## config.mk

```make
export PLATFORM = sky130hd
export DESIGN_NAME = lis_cell
export DESIGN_NICKNAME = d
export VERILOG_FILES = /design/src/design/lis_pkg.sv /design/src/design/lis_cell.sv
export SDC_FILE = /design/constraint.sdc
export NUM_CORES = 1
export LEC_CHECK = 0
export BUFFER_PORTS_ARGS = -buffer_cell sky130_fd_sc_hd__buf_2
export CAP_MARGIN = 20
export CORE_MARGIN = 2
export CORE_UTILIZATION = 50
export CTS_BUF_LIST = sky130_fd_sc_hd__clkbuf_4
export CTS_CLUSTER_DIAMETER = 200
export DETAILED_ROUTE_END_ITERATION = 16
export PLACE_DENSITY_LB_ADDON = 0.1
export SYNTH_ARGS = -nofsm -noshare
export SYNTH_HDL_FRONTEND = slang
export SYNTH_SLANG_ARGS = --single-unit
export TNS_END_PERCENT = 5
```

## constraint.sdc

```tcl
create_clock -name i_clk -period 6.75 [get_ports i_clk]
set_input_delay 0.675 -clock i_clk [delete_from_list [all_inputs] [get_ports i_clk]]
set_output_delay 0.675 -clock i_clk [all_outputs]
set_load 0.01 [all_outputs]
```

## src/design/lis_pkg.sv

```systemverilog
package lis_pkg;

    localparam int RANK_W = 12;
    localparam int LEN_W  = 13;
    localparam int REM_W  = 16;

    localparam logic [REM_W-1:0] ITEMS_MAX = {REM_W{1'b1}};

    // Running prefix maximum handed from one block cell to the next
    typedef struct packed {
        logic             valid;
        logic [LEN_W-1:0] acc;
    } t_link;

    // Block maximum update broadcast to every cell
    typedef struct packed {
        logic             en;
        logic [LEN_W-1:0] value;
    } t_blk_upd;

endpackage

```

## src/design/lis_cell.sv

```systemverilog
module lis_cell import lis_pkg::*; #(
    parameter int INDEX = 0,
    parameter int BLOCK = 64,
    parameter int LW    = 13
) (
    input  logic          i_clk,
    input  logic          i_rst_n,
    input  t_link         i_link,
    output t_link         o_link,
    input  logic [LW-1:0] i_limit,
    input  t_blk_upd      i_upd
);

    localparam logic [31:0] LO = 32'(INDEX * BLOCK);
    localparam logic [31:0] HI = 32'((INDEX + 1) * BLOCK);

    logic [31:0]      w_lim;
    logic             w_covered;
    logic             w_in_block;
    logic [LEN_W-1:0] r_max;
    logic             r_valid;
    logic [LEN_W-1:0] r_acc;

    assign w_lim      = 32'(i_limit);
    assign w_covered  = (w_lim >= HI);
    assign w_in_block = (w_lim >= LO) && (w_lim < HI);

    always_ff @(posedge i_clk) begin
        if (!i_rst_n) begin
            r_max   <= '0;
            r_valid <= 1'b0;
        end else begin
            r_valid <= i_link.valid;
            // raise the block maximum when the written rank falls in this block
            if (i_upd.en && w_in_block && (i_upd.value > r_max)) begin
                r_max <= i_upd.value;
            end
        end
    end

    // fold this block in only when the whole block lies below the limit
    always_ff @(posedge i_clk) begin
        if (w_covered && (r_max > i_link.acc)) begin
            r_acc <= r_max;
        end else begin
            r_acc <= i_link.acc;
        end
    end

    assign o_link.valid = r_valid;
    assign o_link.acc   = r_acc;

endmodule

```

==> flow_metrics.py <==
metrics = {
    "run_status": {
        "status": "finished, final reports clean",
    },
    "clocking": {
        "cts_resized": 0,
        "numCtsBuffers": 3,
        "cts_setup_buffers": 0,
        "htreeDepth": 1,
        "cts-root-buf": "clkbuf_4",
        "cts_sinks": 27,
        "cts.path.max_buffers": 2,
        "clock_latency_ns": 0.33,
        "cts_tree": "done",
        "clk_pin_slew_worst_paths_ns": 0.15,
        "cts_hold_buf": 0,
    },
    "timing": {
        "rsz0062_at_grt": "false",
        "drv_slew": 0,
        "hold_viol": 0,
        "fmax_ghz": 0.3911,
        "tightest_slew_ns": 0.6917,
        "period_minus_slack_ns": 2.557,
        "fin_skew_ns": 0.003876,
        "period_share_pct": 37.88,
        "slew_headroom_pct": 53.89,
        "setup_tns_ns": 0,
        "finalSetupViolCount": 0,
    },
    "power_and_ir_drop": {
        "power_w": 0.0002899,
        "combPwrFrac_pct": 16.8,
        "clkPwrFrac_pct": 26.2,
        "switchingPower_w": 0.00007826,
        "max-vdd-ir-drop_mv": 0.06798,
        "intPower_w": 0.0002116,
        "p_leak_nw": 0.9899,
        "swShare_pct": 27.00,
        "seqPwrFrac_pct": 57.0,
        "p_per_area_nw_per_um2": 131.1,
    },
    "floorplanning": {
        "die_h_um": 65.72,
        "rows": 22,
        "start_util_pct": 52.02,
        "die_w_um": 65.72,
        "fp.dieArea_um2": 4318,
        "core_area_um2": 3661,
        "io_pins": 57,
    },
    "logic_synthesis": {
        "yosys_warnings": 0,
        "yosysSeqAreaShare_pct": 28.38,
        "syn_inst": 198,
        "synth.avg_cell_area_um2": 9.618,
        "synth_top_area_share_pct": 28.38,
        "yosysMostFrequentCell": "dfxtp_1",
        "yosysTopAreaCell": "dfxtp_1",
        "yosysUniqueCellTypes": 36,
        "synth_enable_flop_cells": 0,
        "yosys_register_bits": 27,
        "netlist_area_um2": 1904,
        "synth_top_cells_by_count": "dfxtp_1, ha_1, inv_1",
        "synthTopCellsByArea": "dfxtp_1, ha_1, o221ai_2",
        "synth.net_count": 267,
        "async_flop_share_pct": 0,
        "ys.flop_type": "dfxtp_1",
    },
    "finish": {
        "layout-drive-gt1-share_pct": 33.74,
        "antenna_cells": 0,
        "area.growth.synth_to_final_pct": 16.10,
        "final_cell_area_um2": 2211,
        "nets": 313,
        "fillers": 333,
    },
    "worst_setup_path": {
        "worstPathArrival_ns": 2.79,
        "path_max_fanout": 9,
        "cp-end-kind": "flip-flop",
        "start_kind": "input pin",
        "timing.rr.start": "r_max[4]",
        "cp_cell_sequence": "buf_2 -> inv_1 -> ha_1 -> and3_1 -> o21ai_1 -> a311oi_1 -> o41ai_4 -> buf_4 -> mux2_1",
        "cp_slowest_cell": "o41ai_4",
        "crit_required_ns": 6.98,
        "criticalPathCategory": "in -> reg",
        "cpPeakStageDelay_ns": 0.61,
        "crit_start": "i_link[4]",
    },
    "drt": {
        "first_pass_iters": 4,
        "viasPerCell": 5.533,
        "wirelength_um": 3947,
        "drc": 0,
        "wire_per_inst_um": 13.56,
        "ant_nets": 0,
        "drt-initial-drc-count": 47,
        "vias": 1610,
    },
    "grt": {
        "grt_pass1_wl_um": 6672,
        "antenna_found_initial": 0,
        "grt_pass1_vias": 1489,
        "grt_max_degree": 41,
        "grtUsageTotal_pct": 19.71,
        "grt_overflow": 0,
    },
    "place": {
        "place_congestion": 0.8196,
        "io_buffers": 50,
        "dpl_cell_area_um2": 2181,
        "hpwl_um": 3060,
    },
    "hold_path": {
        "min-delay-start": "r_max[6]",
        "min_path_type": "reg -> reg",
    },
    "job": {
        "maxCapViolations": 0,
    },
}
metal layers:
| metal | part of all wire, % | track usage, % |
|---|---|---|
| met4 | 1.2 | 5.990 |
| met1 | 48 | 27.00 |
| met3 | 4.2 | 2.226 |
| met5 | 0 | 0 |
| met2 | 46 | 32.32 |
logic make-up (layout without fill, tap and decap cells):
group / Yosys count / count (layout) / share of synthesized area (%)
adders and majority gates: 26 / 26 / 17.08
DFF: 27 / 27 / 28.38
and+or+nand+nor: 46 / 46 / 11.96
AOI/OAI and AO/OA: 47 / 47 / 26.28
muxes: 13 / 13 / 6.899
buffers and inverters: 39 / 84 / 9.395
state kept, by name, summed over array words and instances, names as in the netlist:
| name | count |
|---|---|
| r_max | 13 |
| r_acc | 13 |
| r_valid | 1 |
metrics by stage:
step	std cells	hold WS (ns)	utilization, %	worst slack [ns]
detailed placement	287	0.5109	59.57	3.828
global route	291	0.5344	60.39	4.116
global placement	287	0.5154	59.57	3.837
finish	291	0.5262	60.39	4.193
CTS	291	0.5309	60.39	4.188
floorplan	198	0.4824	-	4.356
final cells by class:
type	instances	area, um^2	area share, %
Multi-Input combinational cell	132	1202	54.39
Tap cell	48	60.06	2.716
Clock buffer	4	30.03	1.358
Inverter	26	97.59	4.414
Sequential cell	27	540.5	24.45
Timing Repair Buffer	54	280.3	12.68
path summary, 6_finish.rpt:
path | to | slack [ns] | cells past startpoint
worst max-delay path | r_acc[0] | 4.19 | 9
worst min-delay path | r_acc[6] | 0.53 | 2
worst max register to register | r_acc[0] | 4.30 | 7
worst min register to register | r_acc[6] | 0.53 | 2
critical path, delay by kind of cell:
kind | cells | cell delay [ns]
mux | 1 | 0.33
compound gates | 3 | 0.84
fa+ha+maj | 1 | 0.31
simple gates | 1 | 0.19
buf+inv | 3 | 0.42
layout by cell type (no fill, tap or decap), drive strengths merged, types with 2 or more instances in the layout:
master and n:
buf 54, dfxtp 27, inv 26, ha 26, nand3 18, nand2 17, o221ai 14, o2111ai 13
mux2i 12, a21oi 9, clkbuf 4, nand4 3, nor2b 2
power groups by stage:
stage	Clock [W]	Sequential (W)	Combinational, W
floorplan	0	0.000171	0.0000251
global route	0.0000856	0.000166	0.0000554
detailed placement	0	0.000169	0.0000487
CTS	0.0000802	0.000165	0.0000491
finish	0.0000760	0.000165	0.0000487
global placement	0	0.000169	0.0000482
(Power assumes the default switching activity.)
